==> config.mk <==
export PLATFORM = sky130hd
export DESIGN_NAME = threshold_crossing_interpolator
export DESIGN_NICKNAME = d
export VERILOG_FILES = /design/src/rtl/tci_pkg.sv /design/src/rtl/tci_divider.sv /design/src/rtl/tci_lane.sv /design/src/rtl/threshold_crossing_interpolator.sv
export SDC_FILE = /design/constraint.sdc
export NUM_CORES = 2
export LEC_CHECK = 0
export ABC_AREA = 1
export BUFFER_PORTS_ARGS = -buffer_cell sky130_fd_sc_hd__buf_4
export CAP_MARGIN = 20
export CELL_PAD_IN_SITES_DETAIL_PLACEMENT = 0
export CELL_PAD_IN_SITES_GLOBAL_PLACEMENT = 2
export CORE_MARGIN = 2
export CORE_UTILIZATION = 41
export CTS_CLUSTER_DIAMETER = 120
export DETAILED_ROUTE_END_ITERATION = 10
export HOLD_SLACK_MARGIN = 0.02
export MAX_ROUTING_LAYER = met4
export PLACE_DENSITY_LB_ADDON = 0.1
export SKIP_CTS_REPAIR_TIMING = 1
export SLEW_MARGIN = 10
export SYNTH_ARGS = -nofsm -noshare
export SYNTH_HDL_FRONTEND = slang
export SYNTH_SLANG_ARGS = --single-unit
==> constraint.sdc <==
create_clock -name aclk -period 16.3 [get_ports aclk]
set_input_delay 1.63 -clock aclk [delete_from_list [all_inputs] [get_ports aclk]]
set_output_delay 1.63 -clock aclk [all_outputs]
set_load 0.02 [all_outputs]
==> src/rtl/tci_pkg.sv <==
package tci_pkg;

    localparam int CHANNELS          = 4;
    localparam int SAMPLE_BITS       = 16;
    localparam int TIME_BITS         = 32;
    localparam int AXIS_BITS         = 2;
    localparam int CFG_DATA_BITS     = 16;
    localparam int FRACTION_BITS_DEF = 16;

    typedef logic signed [SAMPLE_BITS-1:0] sample_t;

    typedef struct packed {
        logic [TIME_BITS-1:0] sample_time;
        sample_t              chan0;
        sample_t              chan1;
        sample_t              chan2;
        sample_t              chan3;
    } in_item_t;

    typedef struct packed {
        logic                 falling;
        logic [TIME_BITS-1:0] cross_time;
        sample_t              out0;
        sample_t              out1;
        sample_t              out2;
        sample_t              out3;
    } out_item_t;

    typedef enum logic [1:0] {
        REG_CROSS_LEVEL    = 2'd0,
        REG_AXIS_SELECT    = 2'd1,
        REG_REPORT_RISING  = 2'd2,
        REG_REPORT_FALLING = 2'd3
    } reg_index_t;

    typedef enum logic [1:0] {
        ST_IDLE,
        ST_DIVIDE,
        ST_MULTIPLY,
        ST_FINISH
    } state_t;

    typedef struct packed {
        logic busy;
        logic done;
    } div_status_t;

    typedef struct packed {
        logic load;
        logic step;
        logic fbit;
        logic last;
    } lane_ctrl_t;

endpackage

==> src/rtl/tci_divider.sv <==
module tci_divider #(
    parameter int MAG_BITS  = tci_pkg::SAMPLE_BITS,
    parameter int FRAC_BITS = tci_pkg::FRACTION_BITS_DEF
) (
    input  logic                  aclk,
    input  logic                  aresetn,
    input  logic                  start,
    input  logic [MAG_BITS-1:0]   num,
    input  logic [MAG_BITS-1:0]   den,
    output logic [FRAC_BITS:0]    quot,
    output tci_pkg::div_status_t  status
);
    import tci_pkg::*;

    localparam int CNT_BITS = $clog2(FRAC_BITS + 1);

    logic                busy_reg;
    logic                done_reg;
    logic [CNT_BITS-1:0] count_reg;
    logic [MAG_BITS-1:0] rem_reg;
    logic [MAG_BITS-1:0] den_reg;
    logic [FRAC_BITS:0]  quot_reg;

    logic [MAG_BITS:0]   shifted;
    logic [MAG_BITS:0]   trial;
    logic                ge;
    logic [MAG_BITS-1:0] rem_next;
    logic                last_step;

    // first step tests the integer bit, the rest shift the remainder
    always_comb begin
        shifted   = (count_reg == '0) ? {1'b0, rem_reg} : {rem_reg, 1'b0};
        trial     = shifted - {1'b0, den_reg};
        ge        = shifted >= {1'b0, den_reg};
        rem_next  = ge ? trial[MAG_BITS-1:0] : shifted[MAG_BITS-1:0];
        last_step = count_reg == CNT_BITS'(FRAC_BITS);
    end

    always_ff @(posedge aclk) begin
        if (!aresetn) begin
            busy_reg  <= 1'b0;
            done_reg  <= 1'b0;
            count_reg <= '0;
        end else begin
            done_reg <= 1'b0;
            if (start) begin
                busy_reg  <= 1'b1;
                count_reg <= '0;
                rem_reg   <= num;
                den_reg   <= den;
            end else if (busy_reg) begin
                rem_reg   <= rem_next;
                quot_reg  <= {quot_reg[FRAC_BITS-1:0], ge};
                count_reg <= count_reg + 1'b1;
                if (last_step) begin
                    busy_reg <= 1'b0;
                    done_reg <= 1'b1;
                end
            end
        end
    end

    assign quot        = quot_reg;
    assign status.busy = busy_reg;
    assign status.done = done_reg;

endmodule

==> src/rtl/tci_lane.sv <==
module tci_lane #(
    parameter int WIDTH = tci_pkg::SAMPLE_BITS
) (
    input  logic                 aclk,
    input  tci_pkg::lane_ctrl_t  ctrl,
    input  logic [WIDTH-1:0]     base_in,
    input  logic signed [WIDTH:0] diff_in,
    output logic [WIDTH-1:0]     result
);
    import tci_pkg::*;

    logic [WIDTH-1:0]        base_reg;
    logic signed [WIDTH:0]   diff_reg;
    logic signed [WIDTH+1:0] acc_reg;

    logic signed [WIDTH+1:0] addend;
    logic signed [WIDTH+1:0] sum;
    logic signed [WIDTH+1:0] acc_next;

    // fraction bits arrive lsb first; the top bit has weight one and takes no shift
    always_comb begin
        addend   = ctrl.fbit ? {diff_reg[WIDTH], diff_reg} : '0;
        sum      = acc_reg + addend;
        acc_next = ctrl.last ? sum : (sum >>> 1);
    end

    always_ff @(posedge aclk) begin
        if (ctrl.load) begin
            base_reg <= base_in;
            diff_reg <= diff_in;
            acc_reg  <= '0;
        end else if (ctrl.step) begin
            acc_reg <= acc_next;
        end
    end

    assign result = base_reg + acc_reg[WIDTH-1:0];

endmodule

==> src/rtl/threshold_crossing_interpolator.sv <==
// Level-crossing detector with linear interpolation. Each sample (timestamp and four signed
// channels) is compared with the one before it; when the channel picked by axis_select meets
// or crosses cross_level, one result carries the direction, the interpolated time and all
// channels interpolated at the same fraction. A sample that gives no result leaves the block
// ready, so the next can follow at once. For a sample that gives a result, the bit-serial
// restoring divider forms the fraction, then all lanes run bit-serial shift-add in parallel,
// and the output register is loaded; no new sample is taken until then. The result sits in
// an output register, so the next sample is taken while it waits; only a second result waits
// for the first to go. Configuration writes are always taken and apply from the next accepted
// sample.
module threshold_crossing_interpolator #(
    parameter int FRACTION_BITS = tci_pkg::FRACTION_BITS_DEF
) (
    input  logic                                aclk,
    input  logic                                aresetn,
    input  logic                                s_valid,
    output logic                                s_ready,
    input  tci_pkg::in_item_t                   s_data,
    output logic                                m_valid,
    input  logic                                m_ready,
    output tci_pkg::out_item_t                  m_data,
    input  logic                                cfg_valid,
    output logic                                cfg_ready,
    input  tci_pkg::reg_index_t                 cfg_index,
    input  logic [tci_pkg::CFG_DATA_BITS-1:0]   cfg_data
);
    import tci_pkg::*;

    localparam int CNT_BITS = $clog2(FRACTION_BITS + 1);

    typedef logic signed [SAMPLE_BITS:0] wide_t;

    state_t state_reg, state_next;

    sample_t              cross_level_reg;
    logic [AXIS_BITS-1:0] axis_select_reg;
    logic                 report_rising_reg;
    logic                 report_falling_reg;

    logic [TIME_BITS-1:0] prev_time_reg;
    sample_t              prev_chan_reg [CHANNELS];
    logic                 have_prev_reg;

    logic                 falling_reg;
    logic [FRACTION_BITS:0] frac_reg;
    logic [CNT_BITS-1:0]  mul_count_reg;

    logic                 m_valid_reg;
    out_item_t            m_data_reg;

    sample_t              cur_chan [CHANNELS];
    sample_t              x0, x1;
    wide_t                num_s, den_s;
    wide_t                num_abs, den_abs;
    logic                 axis_ok, rise, fall, emit_r, emit_f, emit;
    logic                 accept;

    logic                 div_start;
    logic [FRACTION_BITS:0] div_quot;
    div_status_t          div_status;
    lane_ctrl_t           lane_ctrl;
    logic                 out_load;
    logic                 mul_last;

    logic signed [TIME_BITS:0]   time_diff;
    logic [TIME_BITS-1:0]        time_result;
    logic signed [SAMPLE_BITS:0] chan_diff   [CHANNELS];
    sample_t                     chan_result [CHANNELS];

    // crossing test on the incoming sample against the stored one
    always_comb begin
        cur_chan[0] = s_data.chan0;
        cur_chan[1] = s_data.chan1;
        cur_chan[2] = s_data.chan2;
        cur_chan[3] = s_data.chan3;

        x0      = prev_chan_reg[axis_select_reg];
        x1      = cur_chan[axis_select_reg];
        axis_ok = {1'b0, axis_select_reg} < (AXIS_BITS + 1)'(CHANNELS);
        rise    = (x0 <= cross_level_reg) && (x1 >= cross_level_reg);
        fall    = (x0 >= cross_level_reg) && (x1 <= cross_level_reg);
        emit_r  = rise && report_rising_reg;
        emit_f  = fall && report_falling_reg;
        emit    = have_prev_reg && axis_ok && (x0 != x1) && (emit_r || emit_f);

        num_s   = wide_t'(cross_level_reg) - wide_t'(x0);
        den_s   = wide_t'(x1) - wide_t'(x0);
        num_abs = num_s[SAMPLE_BITS] ? -num_s : num_s;
        den_abs = den_s[SAMPLE_BITS] ? -den_s : den_s;

        time_diff = $signed({1'b0, s_data.sample_time}) - $signed({1'b0, prev_time_reg});
        for (int i = 0; i < CHANNELS; i++) begin
            chan_diff[i] = wide_t'(cur_chan[i]) - wide_t'(prev_chan_reg[i]);
        end
    end

    assign accept   = s_valid && s_ready;
    assign mul_last = mul_count_reg == CNT_BITS'(FRACTION_BITS);

    always_ff @(posedge aclk) begin
        if (!aresetn) begin
            state_reg <= ST_IDLE;
        end else begin
            state_reg <= state_next;
        end
    end

    always_comb begin
        state_next     = state_reg;
        s_ready        = 1'b0;
        div_start      = 1'b0;
        out_load       = 1'b0;
        lane_ctrl.load = 1'b0;
        lane_ctrl.step = 1'b0;
        lane_ctrl.fbit = frac_reg[0];
        lane_ctrl.last = mul_last;
        unique case (state_reg)
            ST_IDLE: begin
                s_ready = 1'b1;
                if (s_valid && emit) begin
                    div_start      = 1'b1;
                    lane_ctrl.load = 1'b1;
                    state_next     = ST_DIVIDE;
                end
            end
            ST_DIVIDE: begin
                if (div_status.done) begin
                    state_next = ST_MULTIPLY;
                end
            end
            ST_MULTIPLY: begin
                lane_ctrl.step = 1'b1;
                if (mul_last) begin
                    state_next = ST_FINISH;
                end
            end
            ST_FINISH: begin
                if (!m_valid_reg || m_ready) begin
                    out_load   = 1'b1;
                    state_next = ST_IDLE;
                end
            end
            default: begin
                state_next = ST_IDLE;
            end
        endcase
    end

    // configuration registers
    always_ff @(posedge aclk) begin
        if (!aresetn) begin
            cross_level_reg    <= '0;
            axis_select_reg    <= '0;
            report_rising_reg  <= 1'b1;
            report_falling_reg <= 1'b1;
        end else if (cfg_valid && cfg_ready) begin
            unique case (cfg_index)
                REG_CROSS_LEVEL:    cross_level_reg    <= cfg_data[SAMPLE_BITS-1:0];
                REG_AXIS_SELECT:    axis_select_reg    <= cfg_data[AXIS_BITS-1:0];
                REG_REPORT_RISING:  report_rising_reg  <= cfg_data[0];
                REG_REPORT_FALLING: report_falling_reg <= cfg_data[0];
                default: ;
            endcase
        end
    end

    assign cfg_ready = 1'b1;

    // every accepted sample becomes the previous one
    always_ff @(posedge aclk) begin
        if (!aresetn) begin
            have_prev_reg <= 1'b0;
        end else if (accept) begin
            have_prev_reg <= 1'b1;
            prev_time_reg <= s_data.sample_time;
            for (int i = 0; i < CHANNELS; i++) begin
                prev_chan_reg[i] <= cur_chan[i];
            end
            if (emit) begin
                falling_reg <= emit_f;
            end
        end
    end

    always_ff @(posedge aclk) begin
        if (state_reg == ST_DIVIDE && div_status.done) begin
            frac_reg      <= div_quot;
            mul_count_reg <= '0;
        end else if (state_reg == ST_MULTIPLY) begin
            frac_reg      <= frac_reg >> 1;
            mul_count_reg <= mul_count_reg + 1'b1;
        end
    end

    // output register
    always_ff @(posedge aclk) begin
        if (!aresetn) begin
            m_valid_reg <= 1'b0;
        end else if (out_load) begin
            m_valid_reg <= 1'b1;
        end else if (m_ready) begin
            m_valid_reg <= 1'b0;
        end
    end

    always_ff @(posedge aclk) begin
        if (out_load) begin
            m_data_reg.falling    <= falling_reg;
            m_data_reg.cross_time <= time_result;
            m_data_reg.out0       <= chan_result[0];
            m_data_reg.out1       <= chan_result[1];
            m_data_reg.out2       <= chan_result[2];
            m_data_reg.out3       <= chan_result[3];
        end
    end

    assign m_valid = m_valid_reg;
    assign m_data  = m_data_reg;

    tci_divider #(
        .MAG_BITS  (SAMPLE_BITS),
        .FRAC_BITS (FRACTION_BITS)
    ) u_divider (
        .aclk    (aclk),
        .aresetn (aresetn),
        .start   (div_start),
        .num     (num_abs[SAMPLE_BITS-1:0]),
        .den     (den_abs[SAMPLE_BITS-1:0]),
        .quot    (div_quot),
        .status  (div_status)
    );

    tci_lane #(
        .WIDTH (TIME_BITS)
    ) u_time_lane (
        .aclk    (aclk),
        .ctrl    (lane_ctrl),
        .base_in (prev_time_reg),
        .diff_in (time_diff),
        .result  (time_result)
    );

    for (genvar g = 0; g < CHANNELS; g++) begin : g_chan_lane
        tci_lane #(
            .WIDTH (SAMPLE_BITS)
        ) u_chan_lane (
            .aclk    (aclk),
            .ctrl    (lane_ctrl),
            .base_in (prev_chan_reg[g]),
            .diff_in (chan_diff[g]),
            .result  (chan_result[g])
        );
    end

    a_emit_starts_divide: assert property (@(posedge aclk) disable iff (!aresetn)
        (accept && emit) |=> (state_reg == ST_DIVIDE) && div_status.busy)
        else $error("crossing sample did not start the divider");

    a_mul_after_divide: assert property (@(posedge aclk) disable iff (!aresetn)
        (state_reg == ST_MULTIPLY) |-> !div_status.busy)
        else $error("multiply running while divider still busy");

    a_result_from_finish: assert property (@(posedge aclk) disable iff (!aresetn)
        $rose(m_valid_reg) |-> ($past(state_reg) == ST_FINISH))
        else $error("result raised outside the finish step");

    a_no_overwrite: assert property (@(posedge aclk) disable iff (!aresetn)
        (m_valid_reg && !m_ready) |-> !out_load)
        else $error("pending result overwritten");

endmodule
==> flow_metrics.tcl <==
set metrics [dict create \
    die-area_sq_um 100000 \
    fin_skew_ns 0.0459 \
    die_h_um 316 \
    routed_wl_um 132000 \
    ant_nets 0 \
    n_fill_cell 9723 \
    rr_startpoint "axis_select_reg[0]$_SDFFE_PN0P_" \
    status "complete, no violations" \
    num-nets-final 5574 \
    wl_per_cell_um 20.5 \
    antenna_found_initial 9 \
    track_usage_pct 27.0 \
    arrival_ns 5.54 \
    hp-class "flop to flop" \
    worstMarginPinSlew_ns 0.965 \
    viasPerCell 5.23 \
    grt_pass1_vias 33000 \
    required_ns 16.55 \
    pin_count 219 \
    cts_buffers 73 \
    setup_ws_ns 11.01 \
    ys_ff_latch 601 \
    end_kind "flop" \
    hpwl_um 105000 \
    path_class "flop to flop" \
    powerDensity_nw_per_um2 155 \
    vias 33500 \
    synth_area_sq_um 40000 \
    largest_reg_flops 97 \
    synthCells 4854 \
    clkTransAtPathRegs_ns 0.06 \
    grt_max_degree 106 \
    overflow 0 \
    drv_slew 0 \
    numClockSinks 601 \
    synth-main-ff-cell "edfxtp_1" \
    yosysSeqAreaShare_pct 41.5 \
    gp_congestion 0.980 \
    drt_first_pass_iters 6 \
    synth-async-reset-ratio_pct 0 \
    insertion_delay_ns 0.65 \
    synth_nets 5353 \
    h-tree-depth 3 \
    drtIter0Drc 2579 \
    area_delta_synth_final_pct 13.5 \
    layout_min_cycle_time_ns 5.30 \
    port_buffers 217 \
    core_sq_um 96700 \
    yosysUniqueCellTypes 52 \
    setup_viol 0 \
    drc 0 \
    cts_tree "yes" \
    fmax_mhz 189 \
    grt_pass1_wl_um 198000 \
    post_route_cells_drive_above_1_share_pct 7.71 \
    row_count 114 \
    setup_tns_ns 0 \
    period_share_pct 32.5 \
    final_cell_area_sq_um 45400 \
    slew-limit-headroom_pct 35.5 \
    ir_worst_vdd_uv 78.6 \
    start_util_pct 41.4 \
    placed_area_sq_um 43000 \
    hold_viol 0 \
    dp_slack_ns 10.46 \
    yosys_warnings 0 \
    finalNonFillerCells 6416 \
    max_cap_viol_count 0 \
    die_w_um 316 \
    synth_edf_count 457 \
    grt_setup_unrepaired "false" \
    ctsLongestPathBuffers 3 \
    synth_area_per_cell_sq_um 8.24 \
    hold_start "falling_reg$_DFFE_PP_" \
    startpoint "axis_select_reg[0]$_SDFFE_PN0P_" \
    crit_fanout 67 \
    p_leak_nw 21.3 \
    cts_root_buffer "clkbuf_16" \
    dp.cells 6276 \
    worstSetupStartpointType "flop" \
]
[stage by stage]
step | power [mW] | util, % | hold slack (ns)
floorplan | 4.44 | - | 0.400
global placement | 5.41 | 44.5 | 0.406
detailed placement | 5.41 | 44.5 | 0.409
CTS | 7.07 | 46.9 | 0.420
global route | 7.55 | 46.9 | 0.435
finish | 7.02 | 46.9 | 0.421
[cell families (layout without fill, tap and decap cells)]
| kind of cell | count (synthesis) | after routing | share of synthesized area (%) |
|---|---|---|---|
| AO/OA/AOI/OAI | 923 | 923 | 12.9 |
| XOR/XNOR | 283 | 283 | 6.22 |
| adder cells (fa/ha/maj) | 380 | 380 | 12.2 |
| buffers and inverters | 795 | 1075 | 7.65 |
| flip-flops | 601 | 601 | 41.5 |
| other | 1 | 7 | 0.00938 |
| AND/OR/NAND/NOR | 1871 | 1871 | 19.4 |
[area by class of cell]
cell class	instances	area [sq um]	area share (%)
repair buffers	237	1790	3.95
clock buffers	88	1940	4.27
well taps	1276	1600	3.52
multi-input cells	3458	20400	44.9
clock inverters	46	407	0.896
diodes	6	15.0	0.0331
inverters	704	2650	5.85
flip-flops and latches	601	16600	36.6
[power by group]
group	switching [mW]	total, mW	internal (mW)
clock	0.685	1.63	0.945
combinational	2.06	3.13	1.08
sequential	0.222	2.26	2.04
total	2.96	7.02	4.06
[worst max-delay path, cell delays in order, from the launching register on]
cell and delay (ns):
dfxtp_1 0.30, buf_4 0.33, inv_1 0.49, o21ai_0 0.31
a21oi_1 0.06, a21oi_1 0.57, ha_1 0.37, nand2_1 0.07
nand2_1 0.05, nand2_1 0.05, nand2_1 0.06, nand2_1 0.06
nand2_1 0.05, nand2_1 0.07, nand3_1 0.09, nand2_1 0.08
nand2_1 0.05, nand3_1 0.08, nand2_1 0.12, nand3_4 0.11
buf_4 0.68, nand3_1 0.19, inv_1 0.53
[Yosys cell counts, drive strengths merged, types with 34 or more instances]
cell | n | area [sq um]
nand2 | 1159 | 4360
xnor2 | 113 | 997
o21ai | 285 | 1430
ha | 362 | 4530
nand3 | 323 | 1630
a21oi | 428 | 2150
nand4 | 36 | 225
o211ai | 34 | 255
edfxtp | 457 | 13700
inv | 702 | 2640
xor2 | 170 | 1490
nor2 | 249 | 935
nor3 | 44 | 225
o221ai | 36 | 315
dfxtp | 144 | 2880
clkbuf | 60 | 225
[cell usage in the layout, fill, tap and decap left out, drive strengths merged, types with 13 or more instances in the layout]
master / count
nand2: 1159
inv: 706
edfxtp: 457
a21oi: 428
ha: 362
nand3: 323
o21ai: 285
nor2: 249
buf: 237
xor2: 170
dfxtp: 144
xnor2: 113
clkbuf: 88
nor3: 44
nand4: 36
o221ai: 36
o211ai: 34
clkinv: 32
or2: 25
a21o: 24
a21boi: 23
o31ai: 18
nand3b: 18
o21bai: 18
fa: 18
a31oi: 16
o22ai: 16
o21a: 13
[worst paths after layout]
path,endpoint,cells after the start,slack (ns)
setup / recovery,u_divider.quot[7]$_DFFE_PP_,22,11.01
hold / removal,m_data[96]$_DFFE_PP_,0,0.42
hold reg to reg,m_data[96]$_DFFE_PP_,0,0.42
setup reg to reg,u_divider.quot[7]$_DFFE_PP_,22,11.01
[layer usage]
layer,part of all wire [%],routed length (um),GRT usage (%),vias to the layer above
met3,5.3,6960,3.09,167
met2,45,58800,42.0,867
li1,-,-,-,16800
met5,0,0,-,-
met1,47,61500,36.7,15700
met4,3.3,4340,9.07,0
(Power assumes the default switching activity.)
